`src/rtl/core/keyed_unordered_table_core_assert.svh`:
```
// Assertion macros shared by the core.
`ifndef KEYED_UNORDERED_TABLE_CORE_ASSERT_SVH
`define KEYED_UNORDERED_TABLE_CORE_ASSERT_SVH

// The consequent must hold in the same cycle as the antecedent.
`define KUT_ASSERT_SAME(label, clk, rst, ante, cons) \
   label: assert property (@(posedge clk) disable iff (rst) (ante) |-> (cons)) \
      else $error("%m: same-cycle check failed");

// The consequent must hold in the cycle after the antecedent.
`define KUT_ASSERT_NEXT(label, clk, rst, ante, cons) \
   label: assert property (@(posedge clk) disable iff (rst) (ante) |=> (cons)) \
      else $error("%m: next-cycle check failed");

`endif

```
`src/rtl/core/kut_pkg.sv`:
```
package kut_pkg;

   localparam int CAPACITY_DEFAULT = 16;
   localparam int KEY_W            = 32;
   localparam int PAY_W            = 32;
   localparam int LIMIT_W          = 5;
   localparam int POS_W            = 4;
   localparam int COUNT_W          = 5;

   localparam logic [LIMIT_W-1:0] LIMIT_RESET = LIMIT_W'(16);

   typedef enum logic [1:0] {
      OP_INSERT = 2'd0,
      OP_DELETE = 2'd1,
      OP_SEARCH = 2'd2,
      OP_UPDATE = 2'd3
   } op_type;

   typedef enum logic [2:0] {
      ST_OK      = 3'd0,
      ST_FULL    = 3'd1,
      ST_EMPTY   = 3'd2,
      ST_DUP     = 3'd3,
      ST_MISSING = 3'd4
   } status_type;

   typedef enum logic [1:0] {
      S_IDLE,
      S_SCAN,
      S_FINISH
   } state_type;

   // Lookup token that moves one cell along the row per scan cycle.
   typedef struct packed {
      logic             active;
      logic             hit;
      logic [PAY_W-1:0] payload;
   } probe_type;

   // Command broadcast from the controller to every cell.
   typedef struct packed {
      logic             advance;
      logic             insert;
      logic             shift;
      logic             update;
      logic [KEY_W-1:0] key;
      logic [PAY_W-1:0] payload;
   } cell_cmd_type;

endpackage

```
`src/rtl/core/kut_req_if.sv`:
```
interface kut_req_if;
   import kut_pkg::*;

   logic                    valid;
   logic                    ready;
   op_type                  operation;
   logic signed [KEY_W-1:0] key;
   logic [PAY_W-1:0]        payload_in;

   modport source (output valid, operation, key, payload_in, input ready);
   modport sink   (input valid, operation, key, payload_in, output ready);
endinterface

```
`src/rtl/core/kut_rsp_if.sv`:
```
interface kut_rsp_if;
   import kut_pkg::*;

   logic               valid;
   logic               ready;
   status_type         status;
   logic [POS_W-1:0]   position;
   logic [PAY_W-1:0]   payload_out;
   logic [COUNT_W-1:0] entry_count_out;

   modport source (output valid, status, position, payload_out, entry_count_out,
                   input ready);
   modport sink   (input valid, status, position, payload_out, entry_count_out,
                   output ready);
endinterface

```
`src/rtl/core/kut_cell.sv`:
```
module kut_cell #(
   parameter  int CAPACITY = kut_pkg::CAPACITY_DEFAULT,
   parameter  int INDEX    = 0,
   localparam int IW       = $clog2(CAPACITY),
   localparam int CW       = $clog2(CAPACITY + 1)
) (
   input  logic                       clock,
   input  logic                       reset,
   input  kut_pkg::cell_cmd_type      cmd,
   input  logic [CW-1:0]              count,
   input  logic [IW-1:0]              target,
   input  kut_pkg::probe_type         probe_in,
   input  logic [IW-1:0]              probe_pos_in,
   output kut_pkg::probe_type         probe_out,
   output logic [IW-1:0]              probe_pos_out,
   input  logic [kut_pkg::KEY_W-1:0]  next_key,
   input  logic [kut_pkg::PAY_W-1:0]  next_payload,
   output logic [kut_pkg::KEY_W-1:0]  key_out,
   output logic [kut_pkg::PAY_W-1:0]  payload_out
);
   import kut_pkg::*;

   logic [KEY_W-1:0] key_ff, key_in;
   logic [PAY_W-1:0] pay_ff, pay_in;
   probe_type        probe_ff, probe_in_d;
   logic [IW-1:0]    pos_ff, pos_in;
   logic             occupied;
   logic             match;

   assign occupied = CW'(INDEX) < count;
   assign match    = cmd.advance && probe_in.active && !probe_in.hit && occupied &&
                     (key_ff == cmd.key);

   always_comb begin
      probe_in_d = probe_ff;
      pos_in     = pos_ff;
      if (cmd.advance) begin
         probe_in_d = probe_in;
         pos_in     = probe_pos_in;
         if (match) begin
            probe_in_d.hit     = 1'b1;
            probe_in_d.payload = pay_ff;
            pos_in             = IW'(INDEX);
         end
      end
   end

   always_comb begin
      priority if (cmd.insert && (CW'(INDEX) == count)) begin
         key_in = cmd.key;
         pay_in = cmd.payload;
      end else if (cmd.shift && (IW'(INDEX) >= target) && (CW'(INDEX + 1) < count)) begin
         // Close the gap left by the deleted entry.
         key_in = next_key;
         pay_in = next_payload;
      end else if (cmd.update && match) begin
         key_in = key_ff;
         pay_in = cmd.payload;
      end else begin
         key_in = key_ff;
         pay_in = pay_ff;
      end
   end

   always_ff @(posedge clock) begin
      if (reset) begin
         probe_ff <= '0;
      end else begin
         probe_ff <= probe_in_d;
      end
   end

   always_ff @(posedge clock) begin
      key_ff <= key_in;
      pay_ff <= pay_in;
      pos_ff <= pos_in;
   end

   assign probe_out     = probe_ff;
   assign probe_pos_out = pos_ff;
   assign key_out       = key_ff;
   assign payload_out   = pay_ff;

endmodule

```
`src/rtl/core/keyed_unordered_table_core.sv`:
```
// A request transfer is followed by the scan state, in which the lookup token walks the
// row of cells one entry per cycle, and then the finish state, which commits and registers
// the response. A new request is taken only in the idle state, and the commit waits while
// an earlier response is still unaccepted; a delete closes its gap in the commit cycle.
// Reset: synchronous, active high; clears the entry count, sets the limit to 16 and
// leaves the stored keys and payloads as they are.
`include "keyed_unordered_table_core_assert.svh"

module keyed_unordered_table_core #(
   parameter int CAPACITY = kut_pkg::CAPACITY_DEFAULT
) (
   input  logic                          clock,
   input  logic                          reset,
   kut_req_if.sink                       req_ch,
   kut_rsp_if.source                     rsp_ch,
   input  logic                          csr_we,
   input  logic [kut_pkg::LIMIT_W-1:0]   csr_wdata
);
   import kut_pkg::*;

   localparam int IW = $clog2(CAPACITY);
   localparam int CW = $clog2(CAPACITY + 1);
   localparam int LW = CW + LIMIT_W;

   state_type          state_ff, state_in;
   logic [IW-1:0]      scan_ff, scan_in;
   logic [CW-1:0]      count_ff, count_in;
   logic [LIMIT_W-1:0] max_entries_ff;
   op_type             op_ff;
   logic [KEY_W-1:0]   key_ff;
   logic [PAY_W-1:0]   pay_ff;

   logic               rsp_valid_ff, rsp_valid_in;
   status_type         status_ff, status_in;
   logic [POS_W-1:0]   pos_ff, pos_in;
   logic [PAY_W-1:0]   pout_ff, pout_in;
   logic [COUNT_W-1:0] cnt_out_ff, cnt_out_in;

   logic               accept;
   logic               commit;
   logic               full;
   logic               ok;
   cell_cmd_type       cmd;

   probe_type          probe_w [CAPACITY+1];
   logic [IW-1:0]      ppos_w  [CAPACITY+1];
   logic [KEY_W-1:0]   key_w   [CAPACITY];
   logic [PAY_W-1:0]   pay_w   [CAPACITY];

   assign req_ch.ready = (state_ff == S_IDLE);
   assign accept       = req_ch.valid && req_ch.ready;
   assign commit       = (state_ff == S_FINISH) && (!rsp_valid_ff || rsp_ch.ready);
   assign full         = (LW'(count_ff) >= LW'(max_entries_ff)) ||
                         (count_ff == CW'(CAPACITY));

   // The token enters the first cell only in the first scan cycle.
   assign probe_w[0].active  = (state_ff == S_SCAN) && (scan_ff == '0);
   assign probe_w[0].hit     = 1'b0;
   assign probe_w[0].payload = '0;
   assign ppos_w[0]          = '0;

   always_comb begin
      status_in = ST_OK;
      unique case (op_ff)
         OP_INSERT: begin
            if (full) begin
               status_in = ST_FULL;
            end else if (probe_w[CAPACITY].hit) begin
               status_in = ST_DUP;
            end
         end
         OP_DELETE, OP_SEARCH, OP_UPDATE: begin
            if (count_ff == '0) begin
               status_in = ST_EMPTY;
            end else if (!probe_w[CAPACITY].hit) begin
               status_in = ST_MISSING;
            end
         end
         default: status_in = ST_OK;
      endcase
   end

   assign ok = (status_in == ST_OK);

   always_comb begin
      cmd.advance = (state_ff == S_SCAN);
      cmd.update  = (state_ff == S_SCAN) && (op_ff == OP_UPDATE);
      cmd.insert  = commit && ok && (op_ff == OP_INSERT);
      cmd.shift   = commit && ok && (op_ff == OP_DELETE);
      cmd.key     = key_ff;
      cmd.payload = pay_ff;
   end

   for (genvar i = 0; i < CAPACITY; i++) begin : g_cell
      logic [KEY_W-1:0] nkey;
      logic [PAY_W-1:0] npay;

      if (i == CAPACITY - 1) begin : g_last
         assign nkey = key_w[i];
         assign npay = pay_w[i];
      end else begin : g_mid
         assign nkey = key_w[i+1];
         assign npay = pay_w[i+1];
      end

      kut_cell #(
         .CAPACITY (CAPACITY),
         .INDEX    (i)
      ) u_cell (
         .clock         (clock),
         .reset         (reset),
         .cmd           (cmd),
         .count         (count_ff),
         .target        (ppos_w[CAPACITY]),
         .probe_in      (probe_w[i]),
         .probe_pos_in  (ppos_w[i]),
         .probe_out     (probe_w[i+1]),
         .probe_pos_out (ppos_w[i+1]),
         .next_key      (nkey),
         .next_payload  (npay),
         .key_out       (key_w[i]),
         .payload_out   (pay_w[i])
      );
   end

   always_comb begin
      state_in     = state_ff;
      scan_in      = scan_ff;
      count_in     = count_ff;
      rsp_valid_in = rsp_valid_ff && !rsp_ch.ready;
      pos_in       = pos_ff;
      pout_in      = pout_ff;
      cnt_out_in   = cnt_out_ff;
      unique case (state_ff)
         S_IDLE: begin
            scan_in = '0;
            if (accept) begin
               state_in = S_SCAN;
            end
         end
         S_SCAN: begin
            scan_in = scan_ff + IW'(1);
            if (scan_ff == IW'(CAPACITY - 1)) begin
               state_in = S_FINISH;
            end
         end
         S_FINISH: begin
            if (commit) begin
               state_in     = S_IDLE;
               rsp_valid_in = 1'b1;
               pos_in       = '0;
               pout_in      = '0;
               if (ok && (op_ff == OP_INSERT)) begin
                  count_in = count_ff + CW'(1);
                  pos_in   = POS_W'(count_ff);
               end else if (ok) begin
                  pos_in = POS_W'(ppos_w[CAPACITY]);
                  if (op_ff == OP_DELETE) begin
                     count_in = count_ff - CW'(1);
                  end else if (op_ff == OP_SEARCH) begin
                     pout_in = probe_w[CAPACITY].payload;
                  end
               end
               cnt_out_in = COUNT_W'(count_in);
            end
         end
         default: state_in = S_IDLE;
      endcase
   end

   always_ff @(posedge clock) begin
      if (reset) begin
         state_ff       <= S_IDLE;
         scan_ff        <= '0;
         count_ff       <= '0;
         rsp_valid_ff   <= 1'b0;
         max_entries_ff <= LIMIT_RESET;
      end else begin
         state_ff     <= state_in;
         scan_ff      <= scan_in;
         count_ff     <= count_in;
         rsp_valid_ff <= rsp_valid_in;
         if (csr_we) begin
            max_entries_ff <= csr_wdata;
         end
      end
   end

   always_ff @(posedge clock) begin
      if (accept) begin
         op_ff  <= req_ch.operation;
         key_ff <= req_ch.key;
         pay_ff <= req_ch.payload_in;
      end
      if (commit) begin
         status_ff <= status_in;
      end
      pos_ff     <= pos_in;
      pout_ff    <= pout_in;
      cnt_out_ff <= cnt_out_in;
   end

   assign rsp_ch.valid           = rsp_valid_ff;
   assign rsp_ch.status          = status_ff;
   assign rsp_ch.position        = pos_ff;
   assign rsp_ch.payload_out     = pout_ff;
   assign rsp_ch.entry_count_out = cnt_out_ff;

   `KUT_ASSERT_SAME(a_count_bound, clock, reset, 1'b1, count_ff <= CW'(CAPACITY))
   `KUT_ASSERT_NEXT(a_accept_scans, clock, reset, accept, state_ff == S_SCAN)
   `KUT_ASSERT_NEXT(a_insert_grows, clock, reset, cmd.insert,
                    count_ff == $past(count_ff) + CW'(1))
   `KUT_ASSERT_SAME(a_single_edit, clock, reset, 1'b1,
                    $onehot0({cmd.insert, cmd.shift, cmd.update}))

endmodule

```
`src/flat_wrapper.sv`:
```
// flat-port wrapper written by rule: the top's interface ports become plain ports
module keyed_unordered_table_core_flat import kut_pkg::*;
#(
   parameter int CAPACITY = kut_pkg::CAPACITY_DEFAULT
)
  (clock, reset, csr_we, csr_wdata, req_ch_valid, req_ch_operation, req_ch_key, req_ch_payload_in, req_ch_ready, rsp_ch_valid, rsp_ch_status, rsp_ch_position, rsp_ch_payload_out, rsp_ch_entry_count_out, rsp_ch_ready);
  kut_req_if req_ch_i ();
  kut_rsp_if rsp_ch_i ();
  input  logic clock;
  input  logic reset;
  input  logic csr_we;
  input  logic [kut_pkg::LIMIT_W-1:0] csr_wdata;
  input wire logic [$bits(req_ch_i.valid)-1:0] req_ch_valid;
  input wire logic [$bits(req_ch_i.operation)-1:0] req_ch_operation;
  input wire logic [$bits(req_ch_i.key)-1:0] req_ch_key;
  input wire logic [$bits(req_ch_i.payload_in)-1:0] req_ch_payload_in;
  output wire logic [$bits(req_ch_i.ready)-1:0] req_ch_ready;
  output wire logic [$bits(rsp_ch_i.valid)-1:0] rsp_ch_valid;
  output wire logic [$bits(rsp_ch_i.status)-1:0] rsp_ch_status;
  output wire logic [$bits(rsp_ch_i.position)-1:0] rsp_ch_position;
  output wire logic [$bits(rsp_ch_i.payload_out)-1:0] rsp_ch_payload_out;
  output wire logic [$bits(rsp_ch_i.entry_count_out)-1:0] rsp_ch_entry_count_out;
  input wire logic [$bits(rsp_ch_i.ready)-1:0] rsp_ch_ready;
  assign req_ch_i.valid = req_ch_valid;
  assign req_ch_i.operation = req_ch_operation;
  assign req_ch_i.key = req_ch_key;
  assign req_ch_i.payload_in = req_ch_payload_in;
  assign req_ch_ready = req_ch_i.ready;
  assign rsp_ch_valid = rsp_ch_i.valid;
  assign rsp_ch_status = rsp_ch_i.status;
  assign rsp_ch_position = rsp_ch_i.position;
  assign rsp_ch_payload_out = rsp_ch_i.payload_out;
  assign rsp_ch_entry_count_out = rsp_ch_i.entry_count_out;
  assign rsp_ch_i.ready = rsp_ch_ready;
  keyed_unordered_table_core #(.CAPACITY(CAPACITY)) u_core (.clock(clock), .reset(reset), .req_ch(req_ch_i), .rsp_ch(rsp_ch_i), .csr_we(csr_we), .csr_wdata(csr_wdata));
endmodule
```
`config.mk`:
```
export PLATFORM = sky130hd
export DESIGN_NAME = keyed_unordered_table_core_flat
export DESIGN_NICKNAME = d
export VERILOG_FILES = /design/src/rtl/core/kut_pkg.sv /design/src/rtl/core/kut_req_if.sv /design/src/rtl/core/kut_rsp_if.sv /design/src/rtl/core/kut_cell.sv /design/src/rtl/core/keyed_unordered_table_core.sv /design/src/flat_wrapper.sv
export VERILOG_INCLUDE_DIRS = /design/src /design/src/rtl/core
export SDC_FILE = /design/constraint.sdc
export NUM_CORES = 2
export LEC_CHECK = 0
export BUFFER_PORTS_ARGS = -buffer_cell sky130_fd_sc_hd__buf_2
export CAP_MARGIN = 20
export CORE_MARGIN = 2
export CORE_UTILIZATION = 30
export DETAILED_ROUTE_END_ITERATION = 16
export HOLD_SLACK_MARGIN = 0.05
export PLACE_DENSITY_LB_ADDON = 0.12
export SKIP_LAST_GASP = 1
export SLEW_MARGIN = 20
export SYNTH_ARGS = -nofsm -noshare
export SYNTH_HDL_FRONTEND = slang
export SYNTH_SLANG_ARGS = --single-unit
```
`constraint.sdc`:
```
create_clock -name clock -period 7.4 [get_ports clock]
set_clock_uncertainty 0.1 [all_clocks]
set_input_delay 0.74 -clock clock [delete_from_list [all_inputs] [get_ports clock]]
set_output_delay 0.74 -clock clock [all_outputs]
set_load 0.01 [all_outputs]
```
==> summary.txt <==
Status
  • Status: complete, no violations

Setup path
  • Worst path cell trace: inv_1, ha_1, or4b_4, and4b_1, nand2_1, a311oi_4, buf_4, or2_2, o21bai_4, buf_4
  • Top delay family on crit path: simple AND/OR/NAND/NOR gates
  • Setup crit end kind: flip-flop
  • Crit path DAT: 5.65 ns
  • Critical Path Most Common Cell: buf_4
  • CP Launch Type: flip-flop
  • CP bufs+invs: 3
  • WS Path Type: reg -> reg
  • CP max stage delay: 0.78 ns
  • Worst r2r path cells: 10
  • Largest fanout on the critical path: 33
  • Crit. path cell count: 10
  • CP max-delay cell: dfxtp_1
  • Worst Path Required: 7.76 ns

CTS
  • Cts bufs inserted: 200
  • Clock Latency Late Sink: 0.85 ns
  • H-tree depth: 4
  • Num Clock Sinks: 1743
  • Worst-case clock buffer depth: 3
  • Post_cts resized: 0
  • Worst-path clk slew: approximately 0.06 ns
  • CTS tree: built
  • CTS Root Cell: clkbuf_16

STA
  • Least-Margin Pin Slew: 1.10 ns
  • Slew HR: 26.0%
  • # setup viols final: 0
  • Slew Limit Fails: 0
  • Final Hold Vio Count: 0
  • RSZ-0062 raised after global routing: no
  • Fmax: 189 MHz
  • Fin crit period: 5.29 ns
  • Final WS setup: 2.11 ns
  • Final period util: 71.5%
  • Final setup TNS: 0 ns

Logic synthesis
  • Compound-Gate Fraction of Synth Area: 7.50%
  • EDFF count, synth: approximately 1200
  • Synth Area in Simple Gates: 4.07%
  • Top FF cell, synth: edfxtp_1
  • Most frequent cell after synthesis: edfxtp_1
  • Seq/Total Area, Yosys: 59.4%
  • Library cells used by synthesis: 70
  • Syn_nets: 6010
  • Synth Area per Inst: 13.3 um2
  • Top cells by count, synth: edfxtp_1, mux2_2, dfxtp_1
  • Synth area leaders: edfxtp_1, dfxtp_1, mux2_2
  • Xor/xnor share of the synthesized area: 5.75%
  • Largest family of logic cells by synthesized area: multiplexers
  • Post-Syn Area: around 79000 um2
  • Post-synthesis mux area share: 19.7%
  • Mapped Cells: around 5900
  • Yosys top cell area share: between 40% and 50%
  • Largest area contributor in the netlist: edfxtp_1
  • Asr flop ratio synth: 0%
  • Yosys reg bits: 1743
  • Synth Warn #: 0
  • Synth Area in Adders: 0.191%

Place
  • Port Buf Inserts: around 120
  • Pre-CTS WS: about 1.9 ns
  • GPL Wtd Cong: 0.818
  • Post-DP HPWL: ~150 mm
  • Placed cell area: 82500 um2

GRT
  • First-pass GRT wire length: 341 mm
  • Grt total ovfl: 0
  • Number of global-route vias before repair: roughly 47000
  • Antenna violations before repair: 7
  • GRT Resource Usage Total: 17.0%
  • Largest net degree at the start of global routing: 216

Floorplanning
  • Rows: 188
  • I/O pins: 122
  • DIE AREA: 266000 um2
  • Die height: a little over 500 um
  • Initial Util: 30.1%
  • Die width: 516 um
  • Core footprint: 262000 um2

Final layout
  • Share of layout cells above drive strength 1: 25.7%
  • Layout Nets: 6006
  • Final core utilization: between 30% and 40%
  • Area Overhead vs Synth: 13.9%
  • Final Instance Area: 89600 um2

Power
  • LEAKAGE: 30.6 nW
  • Power per cell area: 244 nW/um2
  • PnR Total Power: 0.0219 W
  • Max VDD drop: 0.167 mV

Routing
  • # DRC: 0
  • Initial DRC count: 3168
  • WL/cell: approximately 24 um
  • Via Count: 45700
  • Residual antenna-violating net count after detailed routing: 0
  • Vias per inst: 4.75
  • Routed wire length: approximately 230 mm
  • Total iterations of the first detailed-routing run: 5

Min path
  • Worst hold path stage count: 3
  • Hold Path Class: in -> reg

Run
  • Max Cap Viol: 0
==> registers in the layout, summed over array words and instances (netlist names) <==
| register | cells |
|---|---|
| u_core.count_ff | 5 |
| u_core.g_cell.u_cell.key_out | 512 |
| u_core.g_cell.u_cell.payload_out | 512 |
| u_core.g_cell.u_cell.probe_out | 543 |
| u_core.g_cell.u_cell.probe_pos_out | 49 |
| u_core.key_ff | 32 |
| u_core.max_entries_ff | 5 |
| u_core.op_ff | 2 |
| u_core.pay_ff | 32 |
| u_core.rsp_ch.entry_count_out | 5 |
| u_core.rsp_ch.payload_out | 32 |
| u_core.rsp_ch.position | 4 |
| u_core.rsp_ch.status | 3 |
| u_core.rsp_ch.valid | 1 |
| u_core.scan_ff | 4 |
| u_core.state_ff | 2 |
==> cell families (layout without fill, tap and decap cells) <==
kind of cell             after synthesis  in the layout
flip-flops                          1743           1743
multiplexers                        1416           1416
AO/OA/AOI/OAI                       1105           1105
AND/OR/NAND/NOR                      575            575
buffers and inverters                554            725
XOR/XNOR                             517            517
adder cells (fa/ha/maj)               12             12
other                                  0              6
==> routing by layer <==
| layer | up-vias | track usage, % | share of wire, % |
|---|---|---|---|
| li1 | 22100 | - | - |
| met1 | 22600 | 26.3 | 53 |
| met2 | 753 | 25.1 | 42 |
| met3 | 238 | 2.15 | 3.3 |
| met4 | 0 | 3.70 | 1.7 |
| met5 | - | 0 | 0 |
==> layout by cell type, fill, tap and decap left out, types with 68 or more instances in the layout <==
cell	netlist	final
clkbuf_16	0	204
nor4_1	89	85
edfxtp_1	1183	1183
o21ai_0	497	495
nand2_1	68	68
dfxtp_1	560	560
buf_4	60	132
mux2i_1	454	454
nor2_1	106	103
xnor2_1	192	192
dlygate4sd3_1	0	68
xor2_1	325	325
a21oi_1	481	481
mux2_2	904	904
buf_2	147	120
==> worst reg2reg max path, cell delays in order, from the launching register on <==
cell and delay, ns:
dfxtp_1 0.78, inv_1 0.29, ha_1 0.35, or4b_4 0.27
and4b_1 0.29, nand2_1 0.40, a311oi_4 0.36, buf_4 0.51
or2_2 0.79, o21bai_4 0.27, buf_4 0.45
==> timing repair <==
action                                 CTS  global route
hold buffers                            68             0
buffers inserted                         0             0
endpoints found under the hold margin   68             0
==> worst paths after layout <==
path                                                from                                      end  slack (ns)
setup / recovery                      u_core.count_ff[1]  u_core.g_cell[12].u_cell.payload_out[6]        2.11
hold / removal                              csr_wdata[0]                 u_core.max_entries_ff[0]        0.16
setup reg to reg                      u_core.count_ff[1]  u_core.g_cell[12].u_cell.payload_out[6]        2.11
hold reg to reg   u_core.g_cell[14].u_cell.probe_out[33]   u_core.g_cell[14].u_cell.probe_out[33]        0.37
==> area by class of cell <==
cell class | instances | area [um2]
well taps | 3515 | 4400
clock buffers | 301 | 5770
repair buffers | 325 | 2370
diodes | 6 | 15.0
multi-input cells | 3625 | 29600
inverters | 23 | 101
flip-flops and latches | 1743 | 46700
clock inverters | 76 | 646
fillers | 25600 | 172000
==> stage by stage <==
step | std cells | hold slack, ns
floorplan | 5922 | 0.324
CTS | 9607 | 0.0838
global route | 9610 | 0.126
global placement | 9162 | 0.348
finish | 9614 | 0.165
detailed placement | 9162 | 0.352
==> report_power, final <==
part	internal (W)	switching, W
Clock	0.00560	0.00418
Sequential	0.0106	0.000235
Combinational	0.000461	0.000761
Power figures use the tool's default switching activity.
